### src/rtl/core/jfhs_pkg.sv
`default_nettype none

package jfhs_pkg;

	localparam int POSITION_BITS_DEF = 32;

	localparam logic [7:0] BYTE_PREFIX = 8'hFF;
	localparam logic [7:0] BYTE_SOI    = 8'hD8;
	localparam logic [7:0] CODE_SOF0   = 8'hC0;
	localparam logic [7:0] CODE_SOF1   = 8'hC1;
	localparam logic [7:0] CODE_SOF2   = 8'hC2;

	localparam logic [31:0] MIN_FILE_SIZE = 32'd11;
	localparam logic [15:0] MIN_SEG_LEN   = 16'd2;
	localparam logic [15:0] MIN_SOF_LEN   = 16'd7;

	typedef enum logic [2:0] {
		STS_FOUND     = 3'd0,
		STS_NO_SOI    = 3'd1,
		STS_NO_PREFIX = 3'd2,
		STS_BAD_LEN   = 3'd3,
		STS_TRUNC     = 3'd4
	} status_t;

	typedef struct packed {
		status_t     status;
		logic [15:0] height;
		logic [15:0] width;
	} result_t;

	typedef struct packed {
		logic [7:0] data_byte;
		logic       first_byte;
	} in_item_t;

endpackage

`default_nettype wire

### src/rtl/core/jfhs_in_reg.sv
`default_nettype none

module jfhs_in_reg (
	input  wire logic              clk,
	input  wire logic              arst_n,
	input  wire logic              in_valid,
	output logic                   in_ready,
	input  wire jfhs_pkg::in_item_t in_item,
	input  wire logic              take,
	output logic                   valid_s1,
	output jfhs_pkg::in_item_t     item_s1
);

	// a new item may enter whenever the held one leaves this cycle
	assign in_ready = !valid_s1 || take;

	always_ff @(posedge clk or negedge arst_n) begin
		if (!arst_n) begin
			valid_s1 <= 1'b0;
		end else if (in_ready) begin
			valid_s1 <= in_valid;
		end
	end

	always_ff @(posedge clk) begin
		if (in_ready && in_valid) begin
			item_s1 <= in_item;
		end
	end

endmodule

`default_nettype wire

### src/rtl/core/jfhs_parse.sv
`default_nettype none

module jfhs_parse #(
	parameter int POSITION_BITS = jfhs_pkg::POSITION_BITS_DEF
) (
	input  wire logic               clk,
	input  wire logic               arst_n,
	input  wire logic               cfg_wr_en,
	input  wire logic [31:0]        cfg_wr_data,
	input  wire logic               step,
	input  wire jfhs_pkg::in_item_t item_s1,
	output logic                    fin,
	output jfhs_pkg::result_t       result
);

	localparam int CmpW = ((POSITION_BITS > 32) ? POSITION_BITS : 32) + 2;

	localparam logic [15:0] MIN_SEG_LEN_W = jfhs_pkg::MIN_SEG_LEN;

	localparam logic [2:0] IDX_HEIGHT_HI = 3'd1;
	localparam logic [2:0] IDX_HEIGHT_LO = 3'd2;
	localparam logic [2:0] IDX_WIDTH_HI  = 3'd3;
	localparam logic [2:0] IDX_WIDTH_LO  = 3'd4;

	typedef enum logic [3:0] {
		PH_START0,
		PH_START1,
		PH_MARK0,
		PH_MARK1,
		PH_LEN0,
		PH_LEN1,
		PH_SKIP,
		PH_SOF
	} phase_t;

	logic [31:0]              file_size_q;
	phase_t                   phase_q, eff_phase, phase_d;
	logic [POSITION_BITS-1:0] pos_q, eff_pos, pos_d, next_pos;
	logic [7:0]               marker_q, eff_marker, marker_d;
	logic [15:0]              len_q, eff_len, len_d, len_full;
	logic [15:0]              skip_q, eff_skip, skip_d, skip_dec;
	logic [2:0]               idx_q, eff_idx, idx_d;
	logic [15:0]              height_q, eff_height, height_d;
	logic [15:0]              width_q, eff_width, width_d;
	logic                     done_q, eff_done, done_d;
	logic                     room_ok, pad_ok, len_fits, is_sof;
	logic [7:0]               b;

	assign b        = item_s1.data_byte;
	assign next_pos = eff_pos + POSITION_BITS'(1);
	assign len_full = {eff_len[15:8], b};
	assign skip_dec = eff_skip - 16'd1;

	// remaining-byte checks against the configured file size
	assign room_ok  = (CmpW'(next_pos) + CmpW'(4)) <= CmpW'(file_size_q);
	assign pad_ok   = (CmpW'(next_pos) + CmpW'(3)) <= CmpW'(file_size_q);
	assign len_fits = (CmpW'(next_pos) + CmpW'(len_full - MIN_SEG_LEN_W))
		< CmpW'(file_size_q);

	always_comb begin
		is_sof = eff_marker inside {jfhs_pkg::CODE_SOF0, jfhs_pkg::CODE_SOF1,
			jfhs_pkg::CODE_SOF2};
	end

	always_comb begin
		// a first byte restarts the scan before it is parsed
		if (item_s1.first_byte) begin
			eff_phase  = PH_START0;
			eff_pos    = '0;
			eff_marker = '0;
			eff_len    = '0;
			eff_skip   = '0;
			eff_idx    = '0;
			eff_height = '0;
			eff_width  = '0;
			eff_done   = 1'b0;
		end else begin
			eff_phase  = phase_q;
			eff_pos    = pos_q;
			eff_marker = marker_q;
			eff_len    = len_q;
			eff_skip   = skip_q;
			eff_idx    = idx_q;
			eff_height = height_q;
			eff_width  = width_q;
			eff_done   = done_q;
		end
	end

	always_comb begin
		phase_d       = eff_phase;
		pos_d         = eff_pos;
		marker_d      = eff_marker;
		len_d         = eff_len;
		skip_d        = eff_skip;
		idx_d         = eff_idx;
		height_d      = eff_height;
		width_d       = eff_width;
		done_d        = eff_done;
		fin           = 1'b0;
		result.status = jfhs_pkg::STS_FOUND;
		result.height = '0;
		result.width  = '0;
		if (!eff_done) begin
			pos_d = next_pos;
			case (eff_phase)
				PH_START0: begin
					if (file_size_q < jfhs_pkg::MIN_FILE_SIZE) begin
						fin           = 1'b1;
						result.status = jfhs_pkg::STS_TRUNC;
					end else if (b != jfhs_pkg::BYTE_PREFIX) begin
						fin           = 1'b1;
						result.status = jfhs_pkg::STS_NO_SOI;
					end else begin
						phase_d = PH_START1;
					end
				end
				PH_START1: begin
					if (b != jfhs_pkg::BYTE_SOI) begin
						fin           = 1'b1;
						result.status = jfhs_pkg::STS_NO_SOI;
					end else if (!room_ok) begin
						fin           = 1'b1;
						result.status = jfhs_pkg::STS_TRUNC;
					end else begin
						phase_d = PH_MARK0;
					end
				end
				PH_MARK0: begin
					if (b != jfhs_pkg::BYTE_PREFIX) begin
						fin           = 1'b1;
						result.status = jfhs_pkg::STS_NO_PREFIX;
					end else begin
						phase_d = PH_MARK1;
					end
				end
				PH_MARK1: begin
					if (b == jfhs_pkg::BYTE_PREFIX) begin
						// padding byte
						if (!pad_ok) begin
							fin           = 1'b1;
							result.status = jfhs_pkg::STS_TRUNC;
						end
					end else begin
						marker_d = b;
						phase_d  = PH_LEN0;
					end
				end
				PH_LEN0: begin
					len_d   = {b, 8'h00};
					phase_d = PH_LEN1;
				end
				PH_LEN1: begin
					len_d = len_full;
					if (len_full < jfhs_pkg::MIN_SEG_LEN) begin
						fin           = 1'b1;
						result.status = jfhs_pkg::STS_BAD_LEN;
					end else if (!len_fits) begin
						fin           = 1'b1;
						result.status = jfhs_pkg::STS_TRUNC;
					end else if (is_sof) begin
						if (len_full < jfhs_pkg::MIN_SOF_LEN) begin
							fin           = 1'b1;
							result.status = jfhs_pkg::STS_BAD_LEN;
						end else begin
							idx_d   = '0;
							phase_d = PH_SOF;
						end
					end else if (len_full == jfhs_pkg::MIN_SEG_LEN) begin
						if (!room_ok) begin
							fin           = 1'b1;
							result.status = jfhs_pkg::STS_TRUNC;
						end else begin
							phase_d = PH_MARK0;
						end
					end else begin
						skip_d  = len_full - jfhs_pkg::MIN_SEG_LEN;
						phase_d = PH_SKIP;
					end
				end
				PH_SKIP: begin
					skip_d = skip_dec;
					if (skip_dec == 16'd0) begin
						if (!room_ok) begin
							fin           = 1'b1;
							result.status = jfhs_pkg::STS_TRUNC;
						end else begin
							phase_d = PH_MARK0;
						end
					end
				end
				PH_SOF: begin
					idx_d = eff_idx + 3'd1;
					case (eff_idx)
						IDX_HEIGHT_HI: height_d = {b, 8'h00};
						IDX_HEIGHT_LO: height_d = {eff_height[15:8], b};
						IDX_WIDTH_HI:  width_d  = {b, 8'h00};
						IDX_WIDTH_LO: begin
							width_d       = {eff_width[15:8], b};
							fin           = 1'b1;
							result.status = jfhs_pkg::STS_FOUND;
							result.height = eff_height;
							result.width  = {eff_width[15:8], b};
						end
						default: ;
					endcase
				end
				default: phase_d = PH_START0;
			endcase
			if (fin) begin
				done_d = 1'b1;
			end
		end
	end

	always_ff @(posedge clk or negedge arst_n) begin
		if (!arst_n) begin
			file_size_q <= '0;
			phase_q     <= PH_START0;
			pos_q       <= '0;
			marker_q    <= '0;
			len_q       <= '0;
			skip_q      <= '0;
			idx_q       <= '0;
			height_q    <= '0;
			width_q     <= '0;
			done_q      <= 1'b1;
		end else begin
			if (cfg_wr_en) begin
				file_size_q <= cfg_wr_data;
			end
			if (step) begin
				phase_q  <= phase_d;
				pos_q    <= pos_d;
				marker_q <= marker_d;
				len_q    <= len_d;
				skip_q   <= skip_d;
				idx_q    <= idx_d;
				height_q <= height_d;
				width_q  <= width_d;
				done_q   <= done_d;
			end
		end
	end

endmodule

`default_nettype wire

### src/rtl/core/jfhs_out_reg.sv
`default_nettype none

module jfhs_out_reg (
	input  wire logic              clk,
	input  wire logic              arst_n,
	input  wire logic              load,
	input  wire jfhs_pkg::result_t result,
	output logic                   stall,
	output logic                   out_valid,
	input  wire logic              out_ready,
	output jfhs_pkg::result_t      result_q
);

	// upstream holds while a result waits and is not taken
	assign stall = out_valid && !out_ready;

	always_ff @(posedge clk or negedge arst_n) begin
		if (!arst_n) begin
			out_valid <= 1'b0;
		end else if (load) begin
			out_valid <= 1'b1;
		end else if (out_ready) begin
			out_valid <= 1'b0;
		end
	end

	always_ff @(posedge clk) begin
		if (load) begin
			result_q <= result;
		end
	end

endmodule

`default_nettype wire

### src/rtl/core/jpeg_frame_header_scanner.sv
// Scans a JPEG file presented one byte per item and reports the frame size
// from the first SOF0/SOF1/SOF2 header, or an error status, as a single result
// item. A byte with first_byte set starts a new file; bytes after a result and
// before the next first byte produce nothing. Set file_size before the first
// byte of a file. One byte is accepted every cycle while the result side is not
// stalled: each byte is parsed combinationally between the input register and
// the result register, so a result is loaded as its byte leaves the input
// register. A result left waiting holds the input side after one more byte.
`default_nettype none

module jpeg_frame_header_scanner #(
	parameter int POSITION_BITS = jfhs_pkg::POSITION_BITS_DEF
) (
	input  wire logic        clk,
	input  wire logic        arst_n,
	input  wire logic        cfg_wr_en,
	input  wire logic [31:0] cfg_wr_data,
	input  wire logic        in_valid,
	output logic             in_ready,
	input  wire logic [7:0]  data_byte,
	input  wire logic        first_byte,
	output logic             out_valid,
	input  wire logic        out_ready,
	output logic [2:0]       status,
	output logic [15:0]      frame_height,
	output logic [15:0]      frame_width
);

	jfhs_pkg::in_item_t in_item, item_s1;
	jfhs_pkg::result_t  result, result_q;
	logic               valid_s1, take, stall, fin;

	assign in_item = {data_byte, first_byte};
	assign take    = valid_s1 && !stall;

	jfhs_in_reg u_in (
		.clk      (clk),
		.arst_n   (arst_n),
		.in_valid (in_valid),
		.in_ready (in_ready),
		.in_item  (in_item),
		.take     (take),
		.valid_s1 (valid_s1),
		.item_s1  (item_s1)
	);

	jfhs_parse #(
		.POSITION_BITS (POSITION_BITS)
	) u_parse (
		.clk         (clk),
		.arst_n      (arst_n),
		.cfg_wr_en   (cfg_wr_en),
		.cfg_wr_data (cfg_wr_data),
		.step        (take),
		.item_s1     (item_s1),
		.fin         (fin),
		.result      (result)
	);

	jfhs_out_reg u_out (
		.clk       (clk),
		.arst_n    (arst_n),
		.load      (take && fin),
		.result    (result),
		.stall     (stall),
		.out_valid (out_valid),
		.out_ready (out_ready),
		.result_q  (result_q)
	);

	assign status       = result_q.status;
	assign frame_height = result_q.height;
	assign frame_width  = result_q.width;

endmodule

`default_nettype wire

### config.mk
export PLATFORM = sky130hd
export DESIGN_NAME = jpeg_frame_header_scanner
export DESIGN_NICKNAME = d
export VERILOG_FILES = /design/src/rtl/core/jfhs_pkg.sv /design/src/rtl/core/jfhs_in_reg.sv /design/src/rtl/core/jfhs_parse.sv /design/src/rtl/core/jfhs_out_reg.sv /design/src/rtl/core/jpeg_frame_header_scanner.sv
export SDC_FILE = /design/constraint.sdc
export NUM_CORES = 1
export LEC_CHECK = 0
export BUFFER_PORTS_ARGS = -buffer_cell sky130_fd_sc_hd__buf_4
export CAP_MARGIN = 10
export CORE_MARGIN = 1.5
export CORE_UTILIZATION = 45
export CTS_CLUSTER_DIAMETER = 150
export DETAILED_ROUTE_END_ITERATION = 16
export GPL_ROUTABILITY_DRIVEN = 0
export PLACE_DENSITY_LB_ADDON = 0.15
export SETUP_SLACK_MARGIN = 0.5
export SLEW_MARGIN = 30
export SYNTH_ARGS = -nofsm -noshare
export SYNTH_HDL_FRONTEND = slang
export SYNTH_HIERARCHICAL = 1
export SYNTH_SLANG_ARGS = --single-unit
### constraint.sdc
create_clock -name clk -period 23.5 [get_ports clk]
set_input_delay 4.7 -clock clk [delete_from_list [all_inputs] [get_ports clk]]
set_output_delay 4.7 -clock clk [all_outputs]
set_load 0.02 [all_outputs]
Word level (Yosys, flattened, before mapping)
Index checks and enable logic that the tools add are counted.
{"block": "op_classes", "shifts": 0, "n_reduce_logical": 13, "div": 0, "n_eq_ne": 18, "n_lt_le_gt_ge": 6, "bitwise_logic": 2, "mux": 81, "n_addsub": 8, "mul": 0}
{"op": "$mux W16", "n": 14}
{"op": "$pmux W16 S2", "n": 4}
{"op": "$le A34 B32 Y1", "n": 2}
{"op": "$mux W32", "n": 2}
{"op": "$mux W4", "n": 14}
{"op": "$mux W3", "n": 16}
{"op": "$add A32 B34 Y34", "n": 1}
{"op": "$lt A34 B32 Y1", "n": 1}
{"op": "$add A32 B2 Y33 const B", "n": 1}
{"op": "$add A32 B3 Y33 const B", "n": 1}
{"op": "$add A32 B1 Y32 const B", "n": 1}
{"op": "$eq A8 B8 Y1 const B", "n": 4}
{"op": "$lt A32 B4 Y1 const B", "n": 1}
{"op": "$mux W8", "n": 4}
{"op": "$pmux W4 S8", "n": 1}
{"op": "$mux W1", "n": 21}
{"op": "$pmux W3 S7", "n": 1}
{"op": "$sub A16 B2 Y17 const B", "n": 1}
{"op": "$eq A16 B2 Y1 const B", "n": 1}
{"op": "$eq A4 B3 Y1 const B", "n": 4}
{"op": "$logic_not A16 Y1", "n": 1}
{"op": "$lt A16 B2 Y1 const B", "n": 1}
{"op": "$lt A16 B3 Y1 const B", "n": 1}
{"op": "$ne A8 B8 Y1 const B", "n": 2}
{"op": "other kinds (19)", "n": 28}
{"block": "word_totals", "memories": 0, "ram_bits": 0, "in_bits": 46, "rom_bits": 0, "reg_bits": 190, "output_inout_bits": 37, "latchBits": 0}

Longest topological paths before layout
Gate-level depths: netlist of the first run.
{"block": "depth", "word_depth": 14, "ltp_mapped": 37}

Hierarchy
The synthesis of the first run kept the hierarchy.
{"mod": "jfhs_parse", "seq_area_each_um2": 3204.3, "cells_per_inst": 1669, "n_inst": 1, "area_per_inst_um2": 12778.5}
{"mod": "jfhs_out_reg", "seq_area_each_um2": 1076.0, "cells_per_inst": 38, "n_inst": 1, "area_per_inst_um2": 1096.1}
{"mod": "jfhs_in_reg", "seq_area_each_um2": 295.3, "cells_per_inst": 13, "n_inst": 1, "area_per_inst_um2": 324.1}
{"mod": "jpeg_frame_header_scanner", "seq_area_each_um2": 0.0, "cells_per_inst": 2, "n_inst": 1, "area_per_inst_um2": 15.0}

Worst setup path after synthesis of the first run
Ideal clock, no wire load.
{"block": "synth_timing", "kind": "input to output", "startpoint": "input out_ready", "endpoint": "output in_ready", "path_buffers": 0, "slack_ns": 13.710, "t_arrival_ns": 5.090, "stages": 3, "t_required_ns": 18.800, "cell_sequence": "nor2b_4 nor2b_1 nand2b_4"}
{"block": "synth_via", "elab_chain_cells": 5}
{"element": "start: declaration", "line_no": "jpeg_frame_header_scanner.sv:23", "source": "input wire logic out_ready,"}
{"element": "$logic_not A1 Y1", "line_no": "jfhs_out_reg.sv:15", "source": "assign stall = out_valid && !out_ready;"}
{"element": "$logic_and A1 B1 Y1", "line_no": "jfhs_out_reg.sv:15"}
{"element": "$logic_not A1 Y1", "line_no": "jpeg_frame_header_scanner.sv:34", "source": "assign take = valid_s1 && !stall;"}
{"element": "$logic_and A1 B1 Y1", "line_no": "jpeg_frame_header_scanner.sv:34"}
{"element": "via take", "line_no": "jpeg_frame_header_scanner.sv:31", "source": "logic valid_s1, take, stall, fin;"}
{"element": "$logic_or A1 B1 Y1", "line_no": "jfhs_in_reg.sv:15", "source": "assign in_ready = !valid_s1 || take;"}
{"element": "end: declaration", "line_no": "jpeg_frame_header_scanner.sv:19", "source": "output logic in_ready,"}
The timed path passes the listed nets, and every way through them passes these cells.

Worst setup path after layout of the first run
{"block": "layout_timing", "startpoint": "input out_ready", "endpoint": "output in_ready"}
{"block": "layout_via", "elab_chain_cells": 5}
{"element": "$logic_not A1 Y1", "line_no": "jfhs_out_reg.sv:15"}
{"element": "$logic_and A1 B1 Y1", "line_no": "jfhs_out_reg.sv:15"}
{"element": "via stall", "line_no": "jpeg_frame_header_scanner.sv:31"}
{"element": "$logic_not A1 Y1", "line_no": "jpeg_frame_header_scanner.sv:34"}
{"element": "$logic_and A1 B1 Y1", "line_no": "jpeg_frame_header_scanner.sv:34"}
{"element": "via take", "line_no": "jpeg_frame_header_scanner.sv:31"}
{"element": "$logic_or A1 B1 Y1", "line_no": "jfhs_in_reg.sv:15"}
The timed path passes the listed nets, and every way through them passes these cells.

==> impl_metrics.tcl, run 1 <==
set metrics [dict create \
    status "finished, final reports clean" \
    wire_per_inst_um 18.9 \
    power.total_mw 1.13 \
    multi_input_area_mm2 0.00908 \
    fmaxAchievable_mhz 100 \
    std_cell_rows 64 \
    vdd_ir_drop_max_mv 0.0626 \
    ios 83 \
    grt_pass1_wl_mm 65.9 \
    hold_path_depth 2 \
    skew_ps 18.0 \
    min_from "u_parse/height_q[11]" \
    antenna_cells 0 \
    power_leakage_nw 6.97 \
    ys_seq_area_frac 0.322 \
    ys.flop_type "dfrtp_1" \
    crit_path_start_kind "input port" \
    first_pass_iters 6 \
    placeableCoreArea_mm2 0.0308 \
    overflow 0 \
    finalHoldViolCount 0 \
    max_cap_violations 0 \
    die_x_um 181 \
    port-buffer-count 82 \
    die_area_mm2 0.0327 \
    finalSetupViolCount 0 \
    endpoint_kind "primary output" \
    synth_edf_count 44 \
    path_clk_slew_ps 80 \
    syn_avg_cell_area_um2 8.25 \
    grt_pass1_vias 12000 \
    grt_max_degree 80 \
    placed_cell_area_mm2 0.0152 \
    clk_path_buf_depth 2 \
    area_delta_synth_final_pct 11.0 \
    max_slew_margin 0.360 \
    synth_cells 1722 \
    cts_resized 0 \
    synth_top_area_cell "dfrtp_1" \
    yosysWarnings 6 \
    drive_gt1_frac 0.0937 \
    nFillCells 2929 \
    htreeDepth 4 \
    seqCellArea_mm2 0.00458 \
    clockRootBuffer "clkbuf_16" \
    cts_num_sinks 174 \
    rsz0062_at_grt "no" \
    tightest_slew_ps 947 \
    final.setup.tns_ps 0 \
    ys_seq_elements 174 \
    rrSetupSlack_ps 14230 \
    drc 0 \
    criticalPathCategory "in2out" \
    cp_max_fo 3 \
    cts_buffers 17 \
    antenna_found_initial 0 \
    post_cts_buffers 0 \
    synth_area_mm2 0.0142 \
    hp-class "reg2reg" \
    yosysTopAreaCellShare 0.227 \
    slew_viol_final 0 \
    nets 1956 \
    required_ps 18800 \
    power_density_mw_per_mm2 71.8 \
    grt_usage 0.254 \
    r2r_cells 29 \
    ys_async_sr_fraction 0.747 \
    dp_hpwl_mm 31.0 \
    cts_tree "done" \
    rr_endpoint "u_out/result_q[34]" \
    hold_path_end "u_parse/height_q[11]" \
    vias_per_cell 5.96 \
    design_area_mm2 0.0158 \
    vias 13000 \
    ant_nets 0 \
    synth_area_leaders "dfrtp_1, ha_1, edfxtp_1, nand2_1, o21ai_0" \
    min_period_over_period 0.425 \
    cts_hold_buf 0 \
    period_minus_slack_ps 9980 \
    yosysMostFrequentCell "nand2_1" \
    drtIter0Drc 1113 \
    insertion_delay_ps 450 \
    routed_wl_mm 41.2 \
    synth_nets 1908 \
    yosys-top-cells-count "nand2_1, o21ai_0, ha_1" \
    hold_slack_ps 478 \
    die_h_um 181 \
    cp_data_arrival_time_ps 5280 \
    synth_cell_type_count 90 \
    r2r-start "u_in/item_s1[0]" \
    initial_utilization 0.461 \
]
-- registers in the layout (all words and copies together), names as in the netlist --
| signal | flops |
|---|---|
| u_parse/height_q | 16 |
| u_parse/skip_q | 16 |
| u_parse/done_q | 1 |
| u_parse/width_q | 8 |
| u_parse/len_q | 8 |
| u_out/result_q | 35 |
| u_in/item_s1 | 9 |
| u_parse/file_size_q | 32 |
| u_parse/idx_q | 3 |
| u_parse/phase_q | 4 |
| u_in/valid_s1 | 1 |
| u_parse/marker_q | 8 |
| u_parse/pos_q | 32 |
| u_out/out_valid | 1 |
-- logic make-up (layout without fill, tap and decap cells) --
family,Yosys count,after routing,synth area share
and+or+nand+nor,712,712,0.251
muxes,7,7,0.00519
buffers and inverters,146,207,0.0396
adders and majority gates,140,140,0.124
DFF,174,174,0.322
xor gates and xnor gates,100,100,0.0616
AOI/OAI and AO/OA,443,443,0.197
-- routing by layer --
metal | part of all wire | vias up | track usage
met5 | 0 | - | 0
met4 | 0.034 | 0 | 0.0982
met3 | 0.049 | 65 | 0.0278
met2 | 0.45 | 362 | 0.392
met1 | 0.47 | 6194 | 0.365
li1 | - | 6373 | -
-- cell usage in the layout (no fill, tap or decap), types with 13 or more instances in the layout --
cell type / synthesis / layout
a211oi_1: 19 / 19
a21o_1: 22 / 22
a21oi_1: 96 / 96
and2_1: 35 / 35
buf_4: 0 / 97
clkbuf_16: 0 / 17
dfrtp_1: 129 / 129
edfxtp_1: 44 / 44
ha_1: 139 / 139
inv_1: 77 / 77
nand2_1: 257 / 257
nand2b_1: 15 / 15
nand3_1: 48 / 48
nand4_1: 51 / 51
nor2_1: 123 / 122
nor2b_1: 26 / 26
nor3_1: 42 / 41
nor4_1: 28 / 28
o211ai_1: 13 / 13
o21a_1: 21 / 21
o21ai_0: 154 / 153
or4_1: 13 / 13
xnor2_1: 66 / 66
xor2_1: 34 / 34
-- power breakdown --
group / switching, mW / total [mW] / internal [mW]
combinational: 0.268 / 0.425 / 0.157
clock: 0.147 / 0.293 / 0.146
sequential: 0.0533 / 0.416 / 0.363
total: 0.469 / 1.13 / 0.665
-- layout make-up --
class,instances,area share
inverters,77,0.0183
flip-flops and latches,174,0.290
clock buffers,18,0.0278
repair buffers,98,0.0468
multi-input cells,1402,0.575
well taps,396,0.0314
clock inverters,14,0.0103
-- metrics by stage --
step / util / setup slack [ps] / std cells
floorplan: - / 13710 / 1722
global placement: 0.492 / 13530 / 2147
detailed placement: 0.492 / 13520 / 2147
CTS: 0.512 / 13520 / 2179
global route: 0.512 / 13490 / 2179
finish: 0.512 / 13520 / 2179
-- worst max path at each step --
stage                          from        to  slack, ps  cells past startpoint
final                     out_ready  in_ready      13520                      5
after global routing      out_ready  in_ready      13490                      5
after CTS                 out_ready  in_ready      13520                      5
after detailed placement  out_ready  in_ready      13520                      5
after global placement    out_ready  in_ready      13530                      5
after floorplan           out_ready  in_ready      13710                      3
-- critical path: stages --
cell and delay (ps):
buf_4 120, nor2b_4 100, nor2b_1 60, nand2b_4 150
buf_4 150
(Power assumes the default switching activity.)
==> inputs of run 2 (changes only) <==
==> constraint.sdc (replaced) <==
create_clock -name clk -period 9.3 [get_ports clk]
set_input_delay 1.86 -clock clk [delete_from_list [all_inputs] [get_ports clk]]
set_output_delay 1.86 -clock clk [all_outputs]
set_load 0.02 [all_outputs]
==> impl_metrics.tcl, run 2 (synthesis gave the netlist of run 1 again) <==
set metrics [dict create \
    status "finished, final reports clean" \
    drtIter0Drc 1397 \
    cp_data_arrival_time_ps 8520 \
    antenna_found_initial 0 \
    std_cell_rows 64 \
    placeableCoreArea_mm2 0.0308 \
    slew_viol_final 0 \
    grt_max_degree 78 \
    final.setup.tns_ps 0 \
    power_leakage_nw 7.02 \
    critPathMaxStageDelay_ps 630 \
    rsz0062_at_grt "no" \
    htreeDepth 4 \
    cts_tree "done" \
    post_cts_buffers 0 \
    hp-class "reg2reg" \
    max_cap_violations 0 \
    largest_reg_flops 35 \
    die_x_um 181 \
    grt_pass1_wl_mm 67.9 \
    ios 83 \
    skew_ps 17.3 \
    cts_buffers 17 \
    overflow 0 \
    criticalPathCategory "reg2reg" \
    fmaxAchievable_mhz 122 \
    final_common_cell "nand2_1" \
    crit_path_start_kind "register" \
    insertion_delay_ps 450 \
    antenna_cells 0 \
    first_pass_iters 5 \
    wire_per_inst_um 19.6 \
    grt_usage 0.264 \
    drive_gt1_frac 0.0962 \
    clockRootBuffer "clkbuf_16" \
    power.total_mw 2.90 \
    initial_utilization 0.461 \
    required_ps 9630 \
    place_inst 2152 \
    die_h_um 181 \
    cp_max_fo 49 \
    top_register "u_out/result_q" \
    stdcell_count 2184 \
    crit_top_cell "a21oi_1" \
    dp_hpwl_mm 32.5 \
    clk_path_buf_depth 2 \
    reg_top3 "u_out/result_q (35), u_parse/file_size_q (32), u_parse/pos_q (32)" \
    nFillCells 2928 \
    final_cell_mix "nand2_1, o21ai_0, ha_1" \
    cts_num_sinks 174 \
    min_period_over_period 0.880 \
    area_delta_synth_final_pct 11.5 \
    vias 13200 \
    ant_nets 0 \
    drc 0 \
    power_density_mw_per_mm2 183 \
    nets 1961 \
    crit_slowest_cell "or4b_2" \
    finalSetupViolCount 0 \
    path_clk_slew_ps 80 \
    endpoint_kind "register" \
    vias_per_cell 6.06 \
    tightest_slew_ps 850 \
    routed_wl_mm 42.9 \
    max_slew_margin 0.425 \
    finalHoldViolCount 0 \
    die_area_mm2 0.0327 \
    grt_pass1_vias 12300 \
    period_minus_slack_ps 8190 \
    port-buffer-count 82 \
    vdd_ir_drop_max_mv 0.138 \
]
==> run 2: critical path, delay by kind of cell, from the launching register on <==
| family | cells | cell delay [ps] |
|---|---|---|
| AND/OR/NAND/NOR | 8 | 2590 |
| XOR/XNOR | 1 | 140 |
| buffers and inverters | 3 | 810 |
| flip-flops | 1 | 410 |
| adder cells (fa/ha/maj) | 3 | 880 |
| multiplexers | 1 | 430 |
| AO/OA/AOI/OAI | 14 | 2800 |
==> run 2: worst paths after layout <==
kind                                     start                     end  slack [ps]  cells after the start
max reg2reg                    u_in/item_s1[0]         u_out/out_valid        1110                     30
min reg2reg                u_parse/height_q[6]     u_parse/height_q[6]         470                      2
min in group asynchronous               arst_n  u_parse/file_size_q[3]        1380                      1
min                        u_parse/height_q[6]     u_parse/height_q[6]         470                      2
max in group asynchronous               arst_n        u_parse/idx_q[2]        6810                      2
max                            u_in/item_s1[0]         u_out/out_valid        1110                     30
==> run 2: per-layer routing <==
layer | GRT usage | vias up | share of wire
met4 | 0.107 | 0 | 0.038
li1 | - | 6391 | -
met3 | 0.0445 | 84 | 0.068
met2 | 0.417 | 475 | 0.45
met5 | 0 | - | 0
met1 | 0.359 | 6280 | 0.44
==> run 2: area by class of cell <==
class | instances | area (µm²) | area share
multi-input cells | 1402 | 9090 | 0.574
flip-flops and latches | 174 | 4580 | 0.289
repair buffers | 103 | 781 | 0.0493
well taps | 396 | 495 | 0.0313
clock buffers | 17 | 425 | 0.0268
inverters | 77 | 289 | 0.0182
clock inverters | 15 | 191 | 0.0121
==> run 2: what timing repair did <==
action / in CTS / in global routing
setup endpoints to repair: 0 / 36
hold buffers: 0 / 0
resized for setup: 0 / 2
==> run 2: stage by stage <==
stage / utilization / worst slack, ps / hold WS [ps] / instance area (µm²)
after floorplan: - / 575 / 442 / 14200
after global placement: 0.493 / 1270 / 454 / 15200
after detailed placement: 0.494 / 1120 / 462 / 15200
after CTS: 0.514 / 1080 / 480 / 15800
after global routing: 0.514 / 542 / 501 / 15900
final: 0.514 / 1110 / 475 / 15900
==> run 2: power breakdown <==
group          internal (mW)  leakage, nW  total [mW]  switching (mW)
Clock                  0.389        0.296       0.759           0.370
Sequential             0.917         2.15        1.05           0.136
Combinational          0.397         4.58        1.09           0.690
